## src/rbsh_pkg.sv

```systemverilog
`timescale 1ns / 1ps
// ---------------------------------------------------------------------------
// rbsh_pkg
// Shared constants, types and helpers for the ray/box slab hit test.
// ---------------------------------------------------------------------------
package rbsh_pkg;

  localparam int CELL_W = 16;
  localparam int ORG_W  = 32;
  localparam int DIR_W  = 16;
  localparam int T_W    = 32;
  localparam int CFG_IDX_W  = 3;
  localparam int CFG_DATA_W = 32;

  localparam int BLOCK_EDGE_DEF = 65536;

  // numerator is scaled by 2^14 to match the q2.14 direction
  localparam int DIR_FRAC = 14;

  // quotient bits produced by the divider, the rest is caught as overflow
  localparam int QBITS = 33;
  localparam int DIV_STEPS = 4;
  localparam int DIV_STAGES = 1 + (QBITS + DIV_STEPS - 1) / DIV_STEPS;

  localparam int FRONT_STAGES = 4;
  localparam int MERGE_STAGES = 4;

  localparam logic [CFG_IDX_W-1:0] REG_ORIGIN_X = 3'd0;
  localparam logic [CFG_IDX_W-1:0] REG_ORIGIN_Y = 3'd1;
  localparam logic [CFG_IDX_W-1:0] REG_ORIGIN_Z = 3'd2;
  localparam logic [CFG_IDX_W-1:0] REG_DIR_X    = 3'd3;
  localparam logic [CFG_IDX_W-1:0] REG_DIR_Y    = 3'd4;
  localparam logic [CFG_IDX_W-1:0] REG_DIR_Z    = 3'd5;

  localparam logic signed [DIR_W-1:0] DIR_Z_RESET = -16'sd16384;

  localparam logic signed [T_W-1:0] T_SAT_HI     = 32'sh7fff_ffff;
  localparam logic signed [T_W-1:0] T_SAT_LO     = 32'sh8000_0000;
  localparam logic signed [T_W-1:0] T_NEAR_FLOOR = 32'sd1;
  localparam logic signed [T_W-1:0] T_FAR_CEIL   = 32'sd655360000;

  typedef struct packed {
    logic             neg;
    logic             ovf;
    logic [QBITS-1:0] q;
  } div_res_t;

  // signed, saturated t from a magnitude quotient
  function automatic logic signed [T_W-1:0] sat_t(input div_res_t r);
    logic signed [T_W-1:0] v;
    v = '0;
    if (r.ovf) begin
      v = r.neg ? T_SAT_LO : T_SAT_HI;
    end else if (!r.neg) begin
      v = (r.q > QBITS'(T_SAT_HI)) ? T_SAT_HI : T_W'(r.q);
    end else begin
      v = (r.q > (QBITS'(1) << (T_W - 1))) ? T_SAT_LO : T_W'(-r.q);
    end
    return v;
  endfunction

endpackage

```

## src/rbsh_front.sv

```systemverilog
`timescale 1ns / 1ps
// ---------------------------------------------------------------------------
// rbsh_front
// Box bounds, slab distances to the origin and their scaled magnitudes.
// ---------------------------------------------------------------------------
module rbsh_front #(
  parameter int BLOCK_EDGE = rbsh_pkg::BLOCK_EDGE_DEF,
  parameter int MW = 50
) (
  input  logic clk,
  input  logic [rbsh_pkg::FRONT_STAGES-1:0] en,
  input  logic signed [rbsh_pkg::CELL_W-1:0] cell_x,
  input  logic signed [rbsh_pkg::CELL_W-1:0] cell_y,
  input  logic signed [rbsh_pkg::CELL_W-1:0] cell_z,
  input  logic plant_hitbox,
  input  logic [2:0][rbsh_pkg::ORG_W-1:0] origin,
  input  logic [2:0][rbsh_pkg::DIR_W-1:0] dir,
  output logic [2:0][MW-1:0] mag_min,
  output logic [2:0][MW-1:0] mag_max,
  output logic [2:0] neg_min,
  output logic [2:0] neg_max,
  output logic [2:0] in_slab
);

  localparam int EW = $clog2(BLOCK_EDGE) + 2;
  localparam int PW = rbsh_pkg::CELL_W + EW;
  localparam int BW = PW + 1;
  localparam int DW = MW - rbsh_pkg::DIR_FRAC;

  localparam logic signed [PW-1:0] EDGE_P = PW'(BLOCK_EDGE);
  localparam logic signed [BW-1:0] EDGE_B = BW'(BLOCK_EDGE);
  localparam logic signed [BW-1:0] QTR_B  = BW'(BLOCK_EDGE / 4);
  localparam logic signed [BW-1:0] HALF_B = BW'(2 * (BLOCK_EDGE / 4));
  localparam int CELL_W_T = rbsh_pkg::CELL_W;

  logic signed [CELL_W_T-1:0] cells [3];

  logic plant1;

  assign cells[0] = cell_x;
  assign cells[1] = cell_y;
  assign cells[2] = cell_z;

  always_ff @(posedge clk) begin
    if (en[0]) plant1 <= plant_hitbox;
  end

  for (genvar a = 0; a < 3; a++) begin : g_axis
    logic signed [PW-1:0] prod;
    logic signed [BW-1:0] bmin, bmax;
    logic signed [DW-1:0] dmin, dmax;
    logic [DW-1:0] amin, amax;

    assign amin = dmin[DW-1] ? DW'(-dmin) : DW'(dmin);
    assign amax = dmax[DW-1] ? DW'(-dmax) : DW'(dmax);

    always_ff @(posedge clk) begin
      if (en[0]) begin
        prod <= PW'(cells[a]) * EDGE_P;
      end
      if (en[1]) begin
        // plant box: quarter edge in on x and z, half edge off the top
        bmin <= BW'(prod) + ((plant1 && a != 1) ? QTR_B : BW'(0));
        bmax <= BW'(prod) + EDGE_B
              - (plant1 ? ((a == 1) ? HALF_B : QTR_B) : BW'(0));
      end
      if (en[2]) begin
        dmin <= DW'(bmin) - DW'($signed(origin[a]));
        dmax <= DW'(bmax) - DW'($signed(origin[a]));
      end
      if (en[3]) begin
        mag_min[a] <= {amin, {rbsh_pkg::DIR_FRAC{1'b0}}};
        mag_max[a] <= {amax, {rbsh_pkg::DIR_FRAC{1'b0}}};
        neg_min[a] <= dmin[DW-1] ^ dir[a][rbsh_pkg::DIR_W-1];
        neg_max[a] <= dmax[DW-1] ^ dir[a][rbsh_pkg::DIR_W-1];
        in_slab[a] <= (dmin[DW-1] || dmin == '0) && !dmax[DW-1];
      end
    end
  end

endmodule

```

## config.mk

```make
export PLATFORM = sky130hd
export DESIGN_NAME = rbsh_front
export DESIGN_NICKNAME = d
export VERILOG_FILES = /design/src/rbsh_pkg.sv /design/src/rbsh_front.sv
export SDC_FILE = /design/constraint.sdc
export NUM_CORES = 1
export LEC_CHECK = 0
export BUFFER_PORTS_ARGS = -buffer_cell sky130_fd_sc_hd__buf_4
export CAP_MARGIN = 25
export CORE_MARGIN = 4
export CORE_UTILIZATION = 48
export DETAILED_ROUTE_END_ITERATION = 8
export GPL_ROUTABILITY_DRIVEN = 0
export HOLD_SLACK_MARGIN = 0.08
export PLACE_DENSITY = 0.68
export SLEW_MARGIN = 20
export SYNTH_ARGS = -nofsm -noshare
export SYNTH_HDL_FRONTEND = slang
export SYNTH_SLANG_ARGS = --single-unit
```

## constraint.sdc

```tcl
create_clock -name clk -period 4.8 [get_ports clk]
set_input_delay 0.72 -clock clk [delete_from_list [all_inputs] [get_ports clk]]
set_output_delay 0.72 -clock clk [all_outputs]
set_load 0.03 [all_outputs]
```

==> results of run 1 <==
where the power goes:
part           switching (mW)  internal (mW)
clock                    1.80           2.67
sequential              0.446           6.21
combinational            2.44           1.63
total                    4.68           10.5
layout by cell type (no fill, tap or decap), types with 24 or more instances in the layout:
cell,count
or3_1,38
nand2b_1,33
nor3_1,44
o21ai_0,147
buf_4,385
nor2_1,118
inv_1,150
nand3_1,41
conb_1,89
clkbuf_16,61
nand2_1,174
nor4_1,26
xor2_1,62
o31ai_1,66
a21oi_1,130
edfxtp_1,540
xnor2_1,305
a21o_1,83
ha_1,164
o21a_1,24
layer usage:
| metal | share of wire [%] | GRT usage, % |
|---|---|---|
| met1 | 40 | 25.32 |
| met2 | 49 | 36.76 |
| met3 | 6.4 | 4.065 |
| met4 | 4.2 | 8.033 |
| met5 | 0.025 | 0 |
final timing paths:
| check | endpoint | slack [ps] | depth (start not counted) | startpoint |
|---|---|---|---|---|
| setup reg to reg | mag_max[93] | 1180 | 7 | g_axis[1].dmin[2] |
| setup / recovery | mag_max[93] | 1180 | 7 | g_axis[1].dmin[2] |
| hold / removal | g_axis[2].prod[28] | 290 | 1 | cell_z[12] |
| hold reg to reg | g_axis[1].bmin[31] | 450 | 0 | g_axis[1].prod[31] |
cell families (layout without fill, tap and decap cells):
kind of cell | after synthesis | count (layout)
fa+ha+maj | 164 | 164
compound gates | 580 | 580
mux | 4 | 4
xor+xnor | 367 | 367
other cells | 1 | 94
flops | 540 | 540
buf+inv | 295 | 642
simple gates | 609 | 609
registers in the layout, summed over array words and instances, names as in the netlist:
register / count
neg_max: 3
mag_max: 108
g_axis.prod: 48
g_axis.bmax: 55
mag_min: 105
g_axis.dmax: 61
plant1: 1
in_slab: 3
g_axis.dmin: 105
g_axis.bmin: 48
neg_min: 3
final cells by class:
cell class                 count  area, µm²
antenna                        5      12.51
clock buffer                  70       1560
clock inverter                32      341.6
fill                        5051      26350
inverter                     150      563.0
multi-input combinational   1813      12540
sequential                   540      16220
tap                          837       1047
timing repair buffer         390       2972
==> metrics.txt, run 1 <==
status finished, final reports clean; part of the cycle the worst path needs between 70% and 80%; Distinct cells, synth a little over 70; TNS Setup 0 ps; num rows 91; final hold viol count 0; fraction of layout cells with a size suffix above 1 around 17%; placed cell area 0.03334 mm²; leakage ~14 nW; CP delay by family, top simple AND/OR/NAND/NOR gates; adder and majority gate portion of the synthesized area ~6.9%; most common cell in the netlist edfxtp_1; die area around 0.066 mm²; Least-Margin Pin Slew between 900 and 1000 ps; CP max stage delay approximately 620 ps; CP Buf/Inv Count 0; Synth Flop Type edfxtp_1; DRC viols 0; Sink Count 540; Ports 507; Synth async-reset ratio 0%; EDFF count, synth 540; Layout area overhead 18.05%; Total GRT Usage a little over a fifth; Synth Instances ~2600; multiplexer share of the synthesized area less than 1%; CTS max path bufs 3; Setup Fix Bufs, Post-CTS 0; WL final about 72 mm; Setup violations, final 0; Hold Buf Count CTS 0; IO buf count about 380; synth warn 0; total number of vias 20920; skew final approximately 11 ps; kind of critical path flip-flop to flip-flop; post-DP HPWL 55.02 mm; wire per inst between 15 and 20 µm; final core utilization 57.23%; RSZ-0062 raised after global routing no; CTS clk-pin slew, worst paths roughly 60 ps; VDD IR-drop max ~0.35 mV; worst hold-check path type primary input to flip-flop; Clock Latency Late Sink 600 ps; Max FO, Critical Path 7; Crit path arrival time 3950 ps; #FFs+latches synth 540; relative slew slack between 30 and 40%; Final ANT Viol Nets 0; synthesized area per cell around 12 µm²; Synth Area in Compound Gates 12.60%; critical path startpoint category flip-flop; post-cts sizing count 0; CP required roughly 5100 ps; WHS approximately 290 ps; maximum number of pins on one net before global-route repair 119; fraction of the yosys area taken by sequential cells 54.30%; Initial Util between 40 and 50%; top post-synthesis cells by count edfxtp_1, xnor2_1, nand2_1; combinational family with the most area after synthesis compound AO/OA/AOI/OAI gates; # nets final 3316; TritonCTS Buffers 59; first-pass GRT wire length approximately 110 mm; area share of the largest cell type after synthesis between 50% and 60%; drt first pass iters 5; Setup WS pre-CTS between 900 and 1000 ps; Synth Area in XOR/XNOR ~11%; initial antenna violation count 9; Max Cap Violations 0; setup ws final roughly 1200 ps; Post-Syn Area 0.02986 mm²; Final Non-Filler Cells approximately 3800; Die X roughly 260 µm; CTS tree yes; minimum clock period between 3000 and 4000 ps; overall power around 15 mW; slowest CP cell or4b_1; Synth area leader edfxtp_1; CP endpoint kind flip-flop; initial drt markers about 1800; vias in the first global route roughly 21000; dominant cells by area after synthesis edfxtp_1, xnor2_1, ha_1; vias per cell about 5.5; pwr dens roughly 430 mW/mm²; clock root buffer clkbuf_16; design area 0.03525 mm²; CORE AREA between 0.06 and 0.07 mm²; Die H about 260 µm; simple-gate area share of the yosys netlist 10.50%; FMAX roughly 280 MHz; Placed Cells 3730; GRT overflow 0; crit-path cells or3_1, or4b_1, nand2b_1, nor3_1, nand3_1, o41ai_1, xnor2_1; Slew Limit Fails 0; H-tree level count 2
No activity file was read; power rests on OpenSTA's default activity.
==> run 2: changes to the inputs <==
Settings changed: ABC_AREA set to 1, PLACE_DENSITY 0.68 to 0.67.
Clock period 4.8 ns to 3.8 ns, I/O delays scaled along.
==> run 2 against run 1 <==
Combinational power grew 45%. Die area increased by 17%. Critical path depth rose by 3. First-iteration DRC count is 47% higher. Sequential power increased by 25%. Final cell count grew 50%. Register-to-register slack better by 30 ps. Area after synthesis rose by 18%. Synthesized cell count increased by 68%. Power rose by 33%.
==> metrics.txt, run 2 <==
min-delay src cell_y[4]; M1 WL 40.88 mm (+42%); num rows 98 (+7.7%); wire per inst 17.01 µm (-8.9%); Crit path arrival time 2980 ps (-970 ps); skew final 25.63 ps (+14.23 ps); Synth async-reset ratio 0% (unchanged); Setup violations, final 0 (unchanged); part of the cycle the worst path needs 68.05% (-7.3 points); Internal Power 13.17 mW (+25%); H-tree level count 2 (unchanged); Total GRT Usage 24.40% (+3.6 points); Hold Buf Count CTS 17 (+17); Setup Fix Bufs, Post-CTS 0 (unchanged); Setup WS pre-CTS 1209 ps (+255.9 ps); commonest cells after routing, fill and taps aside nand2_1, inv_1, edfxtp_1; most frequent cell on the critical path nand2_1; maximum number of pins on one net before global-route repair 91 (-24%); max FFs per register 108 (unchanged); crit path launch g_axis[0].bmax[15]; CTS clk-pin slew, worst paths 60 ps (about the same); Max Used Layer met5; Top reg by flops mag_max; reg2reg start g_axis[0].bmax[15]; leakage 18.95 nW (+35%); biggest regs mag_max: 108 flops, g_axis.dmin: 105 flops, mag_min: 105 flops; die area 0.07767 mm² (+17%); critical path startpoint category flip-flop; initial antenna violation count 6 (-3); leading cell type in the layout, fill and taps excluded nand2_1; final hold viol count 0 (unchanged); Sink Count 540 (unchanged); Layout area overhead 16.95%; post-DP HPWL 80.11 mm (+46%); vias per cell 5.162 (-5.3%); Clock Latency Late Sink 640 ps (+40 ps); slowest CP cell edfxtp_1; Max Cap Violations 0 (unchanged); CP Buf/Inv Count 1 (+1); CP max stage delay 640 ps (+20 ps); Synth area leader edfxtp_1; TritonCTS Buffers 60 (+1.7%); crit-path cells ha_1, inv_1, nor2_1, nand2_1, nor2_2, nand2_2, nand2_4, nand3_1, nand4_1, nand2_1; overall power 20.14 mW (+33%); total number of vias 29710 (+42%); sequential power share 41.3% (-2.5 points); WL final 97.88 mm (+37%); WL met2 46.49 mm (+32%); area share of the largest cell type after synthesis 46.10% (-8.2 points); initial drt markers 2605 (+47%); fraction of layout cells with a size suffix above 1 12.18% (-4.7 points); final core utilization 57.05% (-0.18 points); Die X 278.7 µm (+8.3%); Clk pwr share 29.4% (about the same); WL met3 7.092 mm (+55%); Final ANT Viol Nets 0 (unchanged); EDFF count, synth 540 (unchanged); FMAX 386.7 MHz (+40%); CTS max path bufs 3 (unchanged); pwr dens 489.5 mW/mm² (+14%); fraction of the yosys area taken by sequential cells 46.10% (-8.2 points); CP required 4190 ps (-940 ps); CORE AREA 0.07210 mm² (+17%); synth warn 0 (unchanged); dominant cells by area after synthesis edfxtp_1, nand2_1, inv_1; VDD IR-drop max 0.4032 mV (+17%); most common cell in the netlist nand2_1; WHS 111.8 ps (-174.5 ps); setup ws final 1214 ps (+29.19 ps); Sw Pwr 6.969 mW (+49%); CP delay by family, top simple AND/OR/NAND/NOR gates; status finished, final reports clean; Comb pwr share 29.4% (+2.6 points); synthesized area per cell 8.164 µm² (-30%); Least-Margin Pin Slew 782.6 ps (-206.7 ps); Ports 507 (unchanged); drt first pass iters 7 (+2); TNS Setup 0 ps (unchanged); kind of critical path flip-flop to flip-flop; Post-Syn Area 0.03517 mm² (+18%); post-cts sizing count 0 (unchanged); Die H 278.7 µm (+8.3%); worst hold-check path type primary input to flip-flop; CP endpoint kind flip-flop; RSZ-0062 raised after global routing no; Distinct cells, synth 49 (-31%); Sw Ratio 34.61% (+3.8 points); CTS tree yes; GRT overflow 0 (unchanged); Synth Flop Type edfxtp_1; DRC viols 0 (unchanged); top post-synthesis cells by count nand2_1, inv_1, edfxtp_1; IO buf count 377 (unchanged); Max FO, Critical Path 6 (-1); Slew Limit Fails 0 (unchanged); # nets final 5114 (+54%); relative slew slack 47.82% (+14 points); #FFs+latches synth 540 (unchanged); first-pass GRT wire length 150.8 mm (+36%); vias in the first global route 27930 (+34%); minimum clock period 2586 ps (-1029 ps); Initial Util 48.78% (+0.31 points); Synth Instances 4308 (+68%); clock root buffer clkbuf_16
-- run 2: logic make-up (layout without fill, tap and decap cells) --
logic type | count (synthesis) | in the layout | synth area share (%)
buffers and inverters | 723 | 1129 | 8.683
DFF | 540 | 540 | 46.10
and+or+nand+nor | 2224 | 2224 | 26.96
other | 1 | 92 | 0.01066
AOI/OAI and AO/OA | 419 | 419 | 6.510
adders and majority gates | 164 | 164 | 5.834
xor gates and xnor gates | 237 | 237 | 5.902
-- run 2: power by group through the flow --
| stage | logic, mW | clock network, mW | registers (mW) |
|---|---|---|---|
| 2_1_floorplan | 3.33 | 0 | 8.94 |
| 3_3_place_gp | 5.79 | 0 | 8.41 |
| 3_5_place_dp | 5.86 | 0 | 8.43 |
| 4_1_cts | 5.90 | 6.04 | 8.31 |
| 5_1_grt | 6.55 | 6.31 | 8.39 |
| 6_report | 5.91 | 5.92 | 8.31 |
-- run 2: routing by layer --
metal  vias up  track usage (%)
met5         -                0
met4         4            8.006
met3       189            3.604
met2      1110            41.30
met1     13510            32.38
li1      14890                -
-- run 2: area by class of cell --
cell class / instances / area, µm²
repair buffers: 413 / 3204
clock inverters: 46 / 491.7
inverters: 604 / 2268
clock buffers: 66 / 1524
diodes: 3 / 7.507
fillers: 6586 / 30970
flip-flops and latches: 540 / 16220
well taps: 950 / 1189
multi-input cells: 3133 / 16230
-- run 2: worst reg2reg max path: cells and delay by family, from the launching register on --
family,cells,cell delay [ps]
and+or+nand+nor,8,1150
buffers and inverters,1,60
adders and majority gates,1,490
DFF,1,640
-- run 2: stage by stage --
stage / area (µm²) / std cells
final: 41130 / 5755
after floorplan: 35500 / 4396
after global placement: 38940 / 5623
after CTS: 41130 / 5752
after global routing: 41130 / 5752
after detailed placement: 38940 / 5623
-- run 2: worst paths after layout --
kind         slack [ps]  cells after the start            endpoint
max reg2reg        1210                     10  g_axis[0].dmax[31]
min                 110                      1  g_axis[1].prod[20]
min reg2reg         450                      0         mag_max[14]
max                1210                     10  g_axis[0].dmax[31]
